[src/design/tlam_pkg.sv]
// Shared types, constants and sine table for the tremolo modulator.
package tlam_pkg;

  localparam int SAMPLE_BITS     = 16;
  localparam int PHASE_BITS      = 32;
  localparam int SINE_TABLE_BITS = 8;

  localparam int STEP_BITS  = 32;
  localparam int DEPTH_BITS = 16;
  localparam int LFO_BITS   = 16;
  localparam int TRI_BITS   = 16;
  localparam int SINE_BITS  = 15;
  localparam int GAIN_FRAC  = 30;
  localparam int GAIN_BITS  = GAIN_FRAC + 1;
  localparam int PROD_BITS  = SAMPLE_BITS + GAIN_BITS + 1;

  localparam int SINE_N     = 1 << SINE_TABLE_BITS;
  localparam int FIFO_DEPTH = 2;
  localparam int FIFO_AW    = $clog2(FIFO_DEPTH);

  localparam int REG_INDEX_BITS = 2;
  localparam int CFG_DATA_BITS  = 32;

  localparam logic [REG_INDEX_BITS-1:0] REG_PHASE_STEP = 2'd0;
  localparam logic [REG_INDEX_BITS-1:0] REG_DEPTH      = 2'd1;
  localparam logic [REG_INDEX_BITS-1:0] REG_WAVEFORM   = 2'd2;

  localparam logic [STEP_BITS-1:0]  RESET_PHASE_STEP = 32'd178957;
  localparam logic [DEPTH_BITS-1:0] ONE_Q15          = 16'd32768;
  localparam logic [LFO_BITS-1:0]   HALF_Q15         = 16'd16384;
  localparam logic [TRI_BITS-1:0]   TRI_RISE_END     = 16'd16384;
  localparam logic [TRI_BITS-1:0]   TRI_FALL_END     = 16'd49152;
  localparam logic [SINE_BITS-1:0]  SINE_PEAK        = 15'd16384;
  localparam logic [GAIN_BITS-1:0]  ONE_Q30          = GAIN_BITS'(1) << GAIN_FRAC;

  localparam logic WAVE_SINE     = 1'b0;
  localparam logic WAVE_TRIANGLE = 1'b1;

  localparam real SINE_STEP = 3.14159265358979323846 / (2.0 * SINE_N);

  typedef struct packed {
    logic [STEP_BITS-1:0]  phase_step;
    logic [DEPTH_BITS-1:0] depth;
    logic                  waveform;
  } cfg_t;

  typedef struct packed {
    logic signed [SAMPLE_BITS-1:0] sample;
    logic [LFO_BITS-1:0]           lfo;
  } item_t;

  typedef logic [SINE_N-1:0][SINE_BITS-1:0] sine_rom_t;

  function automatic sine_rom_t build_sine();
    sine_rom_t rom;
    real       x;
    real       s;
    for (int i = 0; i < SINE_N; i++) begin
      x = SINE_STEP * i;
      s = 16384.0 * $sin(x) + 0.5;
      rom[i] = SINE_BITS'($rtoi(s));
    end
    return rom;
  endfunction

  localparam sine_rom_t SINE_ROM = build_sine();

endpackage

[src/design/tlam_front.sv]
// Front end: phase accumulator, LFO lookup and queue push.
module tlam_front (
  input  logic                                 clk,
  input  logic                                 rst,
  input  tlam_pkg::cfg_t                       cfg,
  input  logic                                 in_valid,
  output logic                                 in_ready,
  input  logic signed [tlam_pkg::SAMPLE_BITS-1:0] in_sample,
  input  logic                                 q_full,
  output logic                                 q_push,
  output tlam_pkg::item_t                      q_item
);
  import tlam_pkg::*;

  logic [PHASE_BITS-1:0]      phase;
  logic [TRI_BITS-1:0]        tri_t;
  logic [SINE_TABLE_BITS+1:0] top;
  logic [1:0]                 quad;
  logic [SINE_TABLE_BITS-1:0] idx;
  logic [SINE_TABLE_BITS-1:0] ridx;
  logic [SINE_BITS-1:0]       sv;
  logic [LFO_BITS-1:0]        lfo;

  assign in_ready = !q_full;
  assign q_push   = in_valid && in_ready;

  assign tri_t = phase[PHASE_BITS-1 -: TRI_BITS];
  assign top   = phase[PHASE_BITS-1 -: SINE_TABLE_BITS+2];
  assign quad  = top[SINE_TABLE_BITS+1:SINE_TABLE_BITS];
  assign idx   = top[SINE_TABLE_BITS-1:0];
  assign ridx  = ~idx + 1'b1;

  always_comb begin
    if (quad[0]) begin
      sv = (idx == '0) ? SINE_PEAK : SINE_ROM[ridx];
    end else begin
      sv = SINE_ROM[idx];
    end
    if (cfg.waveform == WAVE_TRIANGLE) begin
      if (tri_t < TRI_RISE_END) begin
        lfo = HALF_Q15 + tri_t;
      end else if (tri_t < TRI_FALL_END) begin
        lfo = TRI_FALL_END - tri_t;
      end else begin
        lfo = tri_t - TRI_FALL_END;
      end
    end else if (quad[1]) begin
      lfo = HALF_Q15 - LFO_BITS'(sv);
    end else begin
      lfo = HALF_Q15 + LFO_BITS'(sv);
    end
  end

  assign q_item.sample = in_sample;
  assign q_item.lfo    = lfo;

  always_ff @(posedge clk) begin
    if (rst) begin
      phase <= '0;
    end else if (q_push) begin
      phase <= phase + PHASE_BITS'(cfg.phase_step);
    end
  end

endmodule

[src/design/tlam_fifo.sv]
// Two-entry queue between front and back ends.
module tlam_fifo (
  input  logic            clk,
  input  logic            rst,
  input  logic            push,
  input  tlam_pkg::item_t push_item,
  output logic            full,
  input  logic            pop,
  output logic            not_empty,
  output tlam_pkg::item_t pop_item
);
  import tlam_pkg::*;

  item_t                entries [FIFO_DEPTH];
  logic [FIFO_AW-1:0]   wr_ptr;
  logic [FIFO_AW-1:0]   rd_ptr;
  logic [FIFO_AW:0]     count;

  assign full      = (count == (FIFO_AW+1)'(FIFO_DEPTH));
  assign not_empty = (count != '0);
  assign pop_item  = entries[rd_ptr];

  always_ff @(posedge clk) begin
    if (push) begin
      entries[wr_ptr] <= push_item;
    end
  end

  always_ff @(posedge clk) begin
    if (rst) begin
      wr_ptr <= '0;
      rd_ptr <= '0;
      count  <= '0;
    end else begin
      if (push) begin
        wr_ptr <= wr_ptr + 1'b1;
      end
      if (pop) begin
        rd_ptr <= rd_ptr + 1'b1;
      end
      if (push && !pop) begin
        count <= count + 1'b1;
      end else if (pop && !push) begin
        count <= count - 1'b1;
      end
    end
  end

endmodule

[src/design/tlam_back.sv]
// Back end: gain multiply, sample multiply and output register.
module tlam_back (
  input  logic                                  clk,
  input  logic                                  rst,
  input  tlam_pkg::cfg_t                        cfg,
  input  logic                                  q_not_empty,
  input  tlam_pkg::item_t                       q_item,
  output logic                                  q_pop,
  output logic                                  out_valid,
  input  logic                                  out_ready,
  output logic signed [tlam_pkg::SAMPLE_BITS-1:0] out_sample
);
  import tlam_pkg::*;

  logic                          s1_valid;
  logic signed [SAMPLE_BITS-1:0] s1_sample;
  logic [GAIN_BITS-1:0]          s1_prod;
  logic [DEPTH_BITS-1:0]         depth_sat;
  logic [GAIN_BITS-1:0]          gain;
  logic signed [PROD_BITS-1:0]   scaled;
  logic                          s1_take;
  logic                          s2_load;

  assign depth_sat = (cfg.depth > ONE_Q15) ? ONE_Q15 : cfg.depth;
  assign s2_load   = s1_valid && (!out_valid || out_ready);
  assign s1_take   = !s1_valid || s2_load;
  assign q_pop     = q_not_empty && s1_take;

  assign gain   = ONE_Q30 - s1_prod;
  assign scaled = PROD_BITS'(s1_sample) * $signed({1'b0, gain});

  always_ff @(posedge clk) begin
    if (q_pop) begin
      s1_sample <= q_item.sample;
      s1_prod   <= GAIN_BITS'(depth_sat) * GAIN_BITS'(q_item.lfo);
    end
    if (s2_load) begin
      out_sample <= scaled[GAIN_FRAC+SAMPLE_BITS-1:GAIN_FRAC];
    end
  end

  always_ff @(posedge clk) begin
    if (rst) begin
      s1_valid  <= 1'b0;
      out_valid <= 1'b0;
    end else begin
      if (s1_take) begin
        s1_valid <= q_not_empty;
      end
      if (s2_load) begin
        out_valid <= 1'b1;
      end else if (out_ready) begin
        out_valid <= 1'b0;
      end
    end
  end

endmodule

[src/design/tremolo_lfo_amplitude_modulator.sv]
// Top level of the tremolo modulator: registers, front end, queue, back end.
//
//   channel  | handshake               | payload
//   ---------+-------------------------+-------------------------------
//   in       | in_valid / in_ready     | in_sample (16 bit signed)
//   out      | out_valid / out_ready   | out_sample (16 bit signed)
//   config   | wr_en                   | wr_index (2 bit), wr_data (32 bit)
//
// One sample per cycle sustained while out_ready is held high. A transfer in
// is written to the queue, then registered by the queue read into the gain
// multiply stage and by the sample multiply into the out register.
// The phase accumulator advances once per input transfer.
// Synchronous reset clears phase, queue and pipeline valids and loads the
// register defaults.
// Output stalls back up through the pipeline into the two-entry queue;
// in_ready drops only when the queue is full.
module tremolo_lfo_amplitude_modulator (
  input  logic                                    clk,
  input  logic                                    rst,
  input  logic                                    wr_en,
  input  logic [tlam_pkg::REG_INDEX_BITS-1:0]     wr_index,
  input  logic [tlam_pkg::CFG_DATA_BITS-1:0]      wr_data,
  input  logic                                    in_valid,
  output logic                                    in_ready,
  input  logic signed [tlam_pkg::SAMPLE_BITS-1:0] in_sample,
  output logic                                    out_valid,
  input  logic                                    out_ready,
  output logic signed [tlam_pkg::SAMPLE_BITS-1:0] out_sample
);
  import tlam_pkg::*;

  cfg_t  cfg;
  logic  q_full;
  logic  q_push;
  logic  q_pop;
  logic  q_not_empty;
  item_t q_in;
  item_t q_out;

  always_ff @(posedge clk) begin
    if (rst) begin
      cfg.phase_step <= RESET_PHASE_STEP;
      cfg.depth      <= ONE_Q15;
      cfg.waveform   <= WAVE_SINE;
    end else if (wr_en) begin
      case (wr_index)
        REG_PHASE_STEP: cfg.phase_step <= wr_data[STEP_BITS-1:0];
        REG_DEPTH:      cfg.depth      <= wr_data[DEPTH_BITS-1:0];
        REG_WAVEFORM:   cfg.waveform   <= wr_data[0];
        default: begin
        end
      endcase
    end
  end

  tlam_front u_front (
    .clk       (clk),
    .rst       (rst),
    .cfg       (cfg),
    .in_valid  (in_valid),
    .in_ready  (in_ready),
    .in_sample (in_sample),
    .q_full    (q_full),
    .q_push    (q_push),
    .q_item    (q_in)
  );

  tlam_fifo u_fifo (
    .clk       (clk),
    .rst       (rst),
    .push      (q_push),
    .push_item (q_in),
    .full      (q_full),
    .pop       (q_pop),
    .not_empty (q_not_empty),
    .pop_item  (q_out)
  );

  tlam_back u_back (
    .clk         (clk),
    .rst         (rst),
    .cfg         (cfg),
    .q_not_empty (q_not_empty),
    .q_item      (q_out),
    .q_pop       (q_pop),
    .out_valid   (out_valid),
    .out_ready   (out_ready),
    .out_sample  (out_sample)
  );

endmodule
[config.mk]
export PLATFORM = sky130hd
export DESIGN_NAME = tremolo_lfo_amplitude_modulator
export DESIGN_NICKNAME = d
export VERILOG_FILES = /design/src/design/tlam_pkg.sv /design/src/design/tlam_front.sv /design/src/design/tlam_fifo.sv /design/src/design/tlam_back.sv /design/src/design/tremolo_lfo_amplitude_modulator.sv
export SDC_FILE = /design/constraint.sdc
export NUM_CORES = 2
export LEC_CHECK = 0
export BUFFER_PORTS_ARGS = -buffer_cell sky130_fd_sc_hd__buf_2
export CORE_MARGIN = 5
export CORE_UTILIZATION = 25
export CTS_BUF_LIST = sky130_fd_sc_hd__clkbuf_4 sky130_fd_sc_hd__clkbuf_8
export DETAILED_ROUTE_END_ITERATION = 16
export PLACE_DENSITY = 0.36
export SLEW_MARGIN = 20
export SYNTH_ARGS = -nofsm -noshare
export SYNTH_HDL_FRONTEND = slang
export SYNTH_SLANG_ARGS = --single-unit
[constraint.sdc]
create_clock -name clk -period 9.3 [get_ports clk]
set_clock_uncertainty 0.05 [all_clocks]
set_input_delay 0.93 -clock clk [delete_from_list [all_inputs] [get_ports clk]]
set_output_delay 0.93 -clock clk [all_outputs]
set_load 0.1 [all_outputs]
# --- Yosys cells after proc, flatten, opt, wreduce, memory -nomap -nowiden ---
# Memory sizes are Yosys's and may differ from the RTL's. A register that Yosys moved wholly into a read port is not among the register bits.
# Index checks and enable logic that the tools add are counted.
totals:
  input_bits: 55
  n_memories: 3
  rom_bits: 7680
  ramBits: 64
  wordCells: 77
  output_inout_bits: 18
  register_bits: 150
op_classes:
  multipliers: 2
  n_addsub: 12
  n_bitwise: 1
  order_cmp: 5
  n_eq_ne: 3
  muxes: 19
  reduce_logical: 20
mem_list:
  columns: ["memory", "words", "width", "read_ports", "rd_ports_with_merged_regs", "wr", "line_no", "text"]
  rows:
  - ["(no name shown)", 256, 15, 1, 0, 0, "tlam_front.sv:35", "sv = (idx == '0) ? SINE_PEAK : SINE_ROM[ridx];"]
  - ["(no name shown)", 256, 15, 1, 1, 0, "tlam_front.sv:37", "sv = SINE_ROM[idx];"]
  - ["u_fifo.entries", 2, 32, 1, 1, 1, "tlam_fifo.sv:14", "item_t entries [FIFO_DEPTH];"]
op_table:
  columns: ["cell", "count"]
  rows:
  - ["2-to-1 mux 16 bit", 5]
  - ["2-to-1 mux 15 bit", 4]
  - ["multiplier 16 x 32 -> 46 bit", 1]
  - ["adder 32 bit", 1]
  - ["multiplier 16 x 16 -> 31 bit", 1]
  - ["subtractor 31 bit (first input constant)", 1]
  - ["less-than comparator 8 x 9 -> 1 bit (second input constant)", 2]
  - ["adder 15 x 15 -> 16 bit (first input constant)", 1]
  - ["adder 15 x 16 -> 16 bit (first input constant)", 1]
  - ["> comparator 16 bit (second input constant)", 1]
  - ["less-than comparator 16 x 15 -> 1 bit (second input constant)", 1]
  - ["less-than comparator 16 bit (second input constant)", 1]
  - ["2-to-1 mux 8 bit", 2]
  - ["subtractor 15 x 15 -> 16 bit (first input constant)", 1]
  - ["subtractor 16 bit (first input constant)", 1]
  - ["subtractor 16 bit (second input constant)", 1]
  - ["adder 8 x 1 -> 8 bit (second input constant)", 1]
  - ["logical NOT 8 bit", 1]
  - ["inverter 8 bit", 1]
  - ["2-to-1 mux 1 bit", 6]
  - ["AND reduction 2 bit", 3]
  - ["nonzero test 2 bit", 3]
  - ["logical AND 1 bit", 5]
  - ["logical NOT 1 bit", 5]
  - ["other kinds (8)", 12]

# --- Depth between registers and ports, before layout ---
logic_depth:
  depth_word: 9
  depth_mapped: 35

# --- By module ---
# Synthesis repeated with hierarchy kept, for this count alone.
hier_totals:
  hier_cells: 5232
  area_unflattened_um2: 43820.8
modules_own_cells:
  columns: ["module", "cells_each", "area_per_inst_um2", "seq_area_each_um2", "n_inst"]
  rows:
  - ["tlam_back", 2869, 26146.3, 1931.9, 1]
  - ["tlam_front", 2034, 13006.2, 940.9, 1]
  - ["tlam_fifo", 122, 2519.9, 2021.9, 1]
  - ["tremolo_lfo_amplitude_modulator", 207, 2148.3, 980.9, 1]

# --- Worst setup path before layout ---
# Ideal clock, no wire load.
synth_timing:
  path_type: "register to register"
  startpoint: "register u_back.s1_prod[10]"
  endpoint: "register u_back.out_sample[15] (netlist bit), data pin"
  stages_incl_launch_ff: 33
  setup_slack_ps: 867
  setup_time_ps: 260
  arrival_time_ps: 8123
  required_time_ps: 8990
  path_cell_list: "edfxtp_1 or4_1 nor4_1 nand2b_1 or4_1 clkbuf_1 nor3_1 nand3b_1 nor3_1 xor2_1 clkbuf_1 nand2_1 fa_1 fa_1 inv_1 fa_1 fa_1 fa_1 inv_1 fa_1 inv_1 ha_1 a21oi_1 o21bai_1 a21o_1 a21o_1 a21o_1 a21oi_1 a211oi_1 nor2_1 o2111ai_1 a21oi_1 xnor2_1"
synth_between:
  elab_chain_len: 2
synth_lines:
  columns: ["item", "line_no", "text"]
  rows:
  - ["start, declared", "tlam_back.sv:17", "logic [GAIN_BITS-1:0] s1_prod;"]
  - ["start signal, assigned", "tlam_back.sv:35", "s1_prod <= GAIN_BITS'(depth_sat) * GAIN_BITS'(q_item.lfo);"]
  - ["subtractor 31 bit", "tlam_back.sv:29", "assign gain = ONE_Q30 - s1_prod;"]
  - ["multiplier 16 x 32 -> 46 bit", "tlam_back.sv:30", "assign scaled = PROD_BITS'(s1_sample) * $signed({1'b0, gain});"]
  - ["net u_back.scaled[45]", "tlam_back.sv:20", "logic signed [PROD_BITS-1:0] scaled;"]
  - ["end signal, assigned", "tlam_back.sv:38", "out_sample <= scaled[GAIN_FRAC+SAMPLE_BITS-1:GAIN_FRAC];"]
  - ["end, declared", "tlam_back.sv:11", "output logic signed [tlam_pkg::SAMPLE_BITS-1:0] out_sample"]
# The timed path passes the listed nets, and every way through them passes these cells.
# A chain may end at the register's enable or synchronous reset.

# --- Worst setup path in the final report ---
# Ends and elaborated chain as after synthesis.

==> insert_results.sql <==
INSERT INTO impl_metrics (metric_group, metric, value, unit) VALUES
('grt', 'gr_ovfl_total', '0', ''),
('cells_and_area', 'drive_gt1_share', '8.03', '%'),
('sta', 'report.final.setup_viol', '0', ''),
('logic_synthesis', 'mappedNetlistArea', '42400', 'µm²'),
('placed_design', 'gp_congestion', '0.910', ''),
('logic_synthesis', 'ys_seq_elements', '230', ''),
('floorplan', 'die_area', '178000', 'µm²'),
('sta', 'finalSetupTns', '0', 'ns'),
('logic_synthesis', 'synth-seq-area-share', '13.9', '%'),
('setup_path', 'critical_path.most_common_cell', 'sky130_fd_sc_hd__fa_1', ''),
('setup_path', 'worst_setup_path_start_kind', 'flip-flop', ''),
('route', 'remaining_number_of_nets_flagged_by_the_antenna_check_after_routing', '0', ''),
('grt', 'first_global_vias', '37800', ''),
('grt', 'gr-usage-all-layers', '17.6', '%'),
('floorplan', 'fp.coreArea', '169000', 'µm²'),
('route', 'drt-vias-per-instance', '4.95', ''),
('route', 'vias', '36300', ''),
('setup_path', 'r2r_cells', '31', ''),
('clock_network', 'latest_clock_arrival_within_the_worst_skew_pair', '0.64', 'ns'),
('sta', 'slew-limit-headroom', '15.2', '%'),
('setup_path', 'timing.rr.end', 'u_back.out_sample[15]', ''),
('setup_path', 'critical_path_arrival', '9.10', 'ns'),
('logic_synthesis', 'synth-async-reset-ratio', '0', '%'),
('clock_network', 'root_buffer', 'sky130_fd_sc_hd__clkbuf_8', ''),
('route', 'postRouteWirelength', '160000', 'µm'),
('setup_path', 'worst_setup_path_end_kind', 'flip-flop', ''),
('logic_synthesis', 'synth_fp_nets', '6088', ''),
('clock_network', 'path_clk_slew', '0.05', 'ns'),
('clock_network', 'cts_tree', 'yes', ''),
('min_path', 'worst_hold_path_type', 'flip-flop to flip-flop', ''),
('logic_synthesis', 'post_synth.cell_area_avg', '8.27', 'µm²'),
('sta', 'maxSlewViolCount', '0', ''),
('logic_synthesis', 'synth_ff_type', 'sky130_fd_sc_hd__edfxtp_1', ''),
('floorplan', 'top_level_ports', '73', ''),
('grt', 'grt_max_degree', '90', ''),
('route', 'routedWlPerCell', '21.8', 'µm'),
('floorplan', 'die-width', '422', 'µm'),
('sta', 'actual_slew_at_the_worst_max_slew_pin', '1.24', 'ns'),
('setup_path', 'reg2reg_slack', '0.50', 'ns'),
('floorplan', 'starting_density_of_the_core', '25.1', '%'),
('setup_path', 'criticalPathCategory', 'flip-flop to flip-flop', ''),
('placed_design', 'place_hpwl', '121000', 'µm'),
('grt', 'grt_first_pass_wirelength', '243000', 'µm'),
('grt', 'antenna_found_initial', '3', ''),
('setup_path', 'required', '9.60', 'ns'),
('clock_network', 'cts_made_buffers', '45', ''),
('floorplan', 'dieHeight', '422', 'µm'),
('cells_and_area', 'area_growth', '9.94', '%'),
('setup_path', 'r2r_start', 'u_back.s1_prod[10]', ''),
('clock_network', 'cts_max_level', '2', ''),
('clock_network', 'postCtsHoldBufs', '0', ''),
('route', 'drtIter0Drc', '2524', ''),
('min_path', 'number_of_cells_traversed_by_the_worst_hold_path', '2', ''),
('setup_path', 'timing.critical_path.buf_inv', '3', ''),
('logic_synthesis', 'yosys_cell_types', '102', ''),
('floorplan', 'floorplan.rows', '151', ''),
('route', 'drc', '0', ''),
('setup_path', 'critical_path.max_stage_delay', '0.66', 'ns'),
('sta', 'min_period_over_period', '94.6', '%'),
('setup_path', 'critical_path_peak_fanout', '5', ''),
('clock_network', 'cts_buffer_depth', '3', ''),
('logic_synthesis', 'post_synth_edffs', '127', ''),
('route', 'detailedRoute.firstPassIterationCount', '5', ''),
('cells_and_area', 'finalNetCount', '6035', ''),
('min_path', 'hold_path.startpoint', 'u_front.phase[11]', ''),
('setup_path', 'critical-path-slowest-cell', 'sky130_fd_sc_hd__or4_1', ''),
('placed_design', 'io_buffers', '72', ''),
('clock_network', 'tritoncts_sink_count', '230', ''),
('logic_synthesis', 'ys.warnings.count', '0', ''),
('job', 'maxCapViolCount', '0', ''),
('run_status', 'status', 'completed', ''),
('sta', 'hold_viol_final', '0', ''),
('sta', 'fmax', '114', 'MHz'),
('setup_path', 'worst_path_dominant_cell_family', 'adder cells', ''),
('logic_synthesis', 'synthesis.instances', '5125', ''),
('min_path', 'hold_path_endpoint', 'u_front.phase[11]', ''),
('sta', 'setup_repair_after_global_routing_missed_its_margin', 'no', ''),
('sta', 'min_period', '8.80', 'ns');
## area by class of cell
type                            instances  area (µm²)
Timing Repair Buffer                  224        1550
Multi-Input combinational cell       3799       32500
Sequential cell                       230        5880
Antenna cell                            3        7.51
Fill cell                           18600      122000
Clock inverter                         14         124
Inverter                              772        2900
Clock buffer                           65         845
Tap cell                             2218        2780
## worst min-delay path: stages, from the launching register on
cell and delay (ns):
sky130_fd_sc_hd__dfxtp_1 0.31, sky130_fd_sc_hd__nand2_1 0.05, sky130_fd_sc_hd__a21oi_1 0.05
## worst max path at each step
stage | depth (start not counted) | startpoint | to
final | 31 | u_back.s1_prod[10] | u_back.out_sample[15]
after global routing | 31 | u_back.s1_prod[2] | u_back.out_sample[6]
after floorplan | 32 | u_back.s1_prod[10] | u_back.out_sample[15]
after CTS | 31 | u_back.s1_prod[10] | u_back.out_sample[15]
after global placement | 27 | u_back.s1_prod[10] | u_back.out_sample[6]
after detailed placement | 33 | u_back.s1_prod[10] | u_back.out_sample[15]
## synthesized netlist by cell type, types with 22 or more instances
library cell / number / area [µm²]
sky130_fd_sc_hd__a211oi_1: 71 / 533
sky130_fd_sc_hd__a21o_1: 41 / 308
sky130_fd_sc_hd__a21oi_1: 261 / 1310
sky130_fd_sc_hd__a311oi_1: 26 / 228
sky130_fd_sc_hd__a31oi_1: 41 / 257
sky130_fd_sc_hd__and2_1: 215 / 1350
sky130_fd_sc_hd__and3_1: 30 / 188
sky130_fd_sc_hd__buf_1: 26 / 97.6
sky130_fd_sc_hd__buf_2: 34 / 170
sky130_fd_sc_hd__clkbuf_1: 251 / 942
sky130_fd_sc_hd__dfxtp_1: 103 / 2060
sky130_fd_sc_hd__edfxtp_1: 127 / 3810
sky130_fd_sc_hd__fa_1: 597 / 12000
sky130_fd_sc_hd__ha_1: 311 / 3890
sky130_fd_sc_hd__inv_1: 765 / 2870
sky130_fd_sc_hd__mux2_2: 32 / 360
sky130_fd_sc_hd__mux2i_1: 35 / 350
sky130_fd_sc_hd__nand2_1: 749 / 2810
sky130_fd_sc_hd__nand2b_1: 53 / 332
sky130_fd_sc_hd__nand3_1: 97 / 485
sky130_fd_sc_hd__nor2_1: 323 / 1210
sky130_fd_sc_hd__nor2b_1: 36 / 225
sky130_fd_sc_hd__nor3_1: 92 / 460
sky130_fd_sc_hd__nor4_1: 25 / 156
sky130_fd_sc_hd__o211ai_1: 50 / 375
sky130_fd_sc_hd__o21a_1: 23 / 173
sky130_fd_sc_hd__o21ai_0: 186 / 931
sky130_fd_sc_hd__o22ai_1: 22 / 138
sky130_fd_sc_hd__xnor2_1: 104 / 911
sky130_fd_sc_hd__xor2_1: 39 / 342
## kinds of logic after synthesis
logic type,after synthesis,synth area share [%]
and+or+nand+nor,1717,18.8
buffers and inverters,1096,9.94
AOI/OAI and AO/OA,953,14.9
adders and majority gates,908,37.4
DFF,230,13.9
xor gates and xnor gates,147,3.11
muxes,74,2.05
## sequential cells by signal, indices dropped and copies added (netlist names), named ones only
signal / flops
u_back.s1_prod: 31
u_back.s1_sample: 16
u_fifo.wr_ptr: 1
cfg: 49
u_back.out_sample: 16
u_fifo.entries: 64
u_back.out_valid: 1
u_front.phase: 32
u_fifo.rd_ptr: 1
u_fifo.count: 2
u_back.s1_valid: 1
## through the flow
step	hold slack (ns)	setup WS, ns	std cells	cell area, µm²	util [%]
2_1_floorplan	0.386	0.867	5125	42400	-
3_3_place_gp	0.394	0.129	7243	45500	26.9
3_5_place_dp	0.400	0.105	7243	45500	26.9
4_1_cts	0.358	0.0316	7322	46500	27.5
5_1_grt	0.397	0.00557	7323	46600	27.6
6_report	0.403	0.502	7325	46600	27.6
## layout by cell type (no fill, tap or decap), drive strengths merged, types with 30 or more instances in the layout
master,netlist,routed
ha,311,311
inv,768,767
a21o,41,41
nor2b,36,36
nor3,93,93
xnor2,106,106
fa,597,597
and2,218,218
mux2,32,32
nor2,326,326
clkbuf,251,65
dfxtp,103,103
nand3,98,98
and3,30,30
a211oi,71,71
a31oi,41,41
a21oi,261,261
nand2b,53,53
buf,73,224
mux2i,35,35
o21ai,195,195
edfxtp,127,127
o211ai,50,50
xor2,41,41
nand2,749,749
## metal layers
metal | GRT usage, % | share of wire (%)
met1 | 23.3 | 44
met2 | 30.5 | 49
met3 | 1.62 | 3.8
met4 | 4.90 | 2.8
met5 | 0 | 0
## repair_timing
action,4_1_cts,5_1_grt
endpoints found under the setup margin,0,11
resized for setup,0,21
buffers inserted,0,0
Power is left out: the tool's default activity adds up to more than one toggle a clock period on the data nets, which glitch-free logic cannot reach.
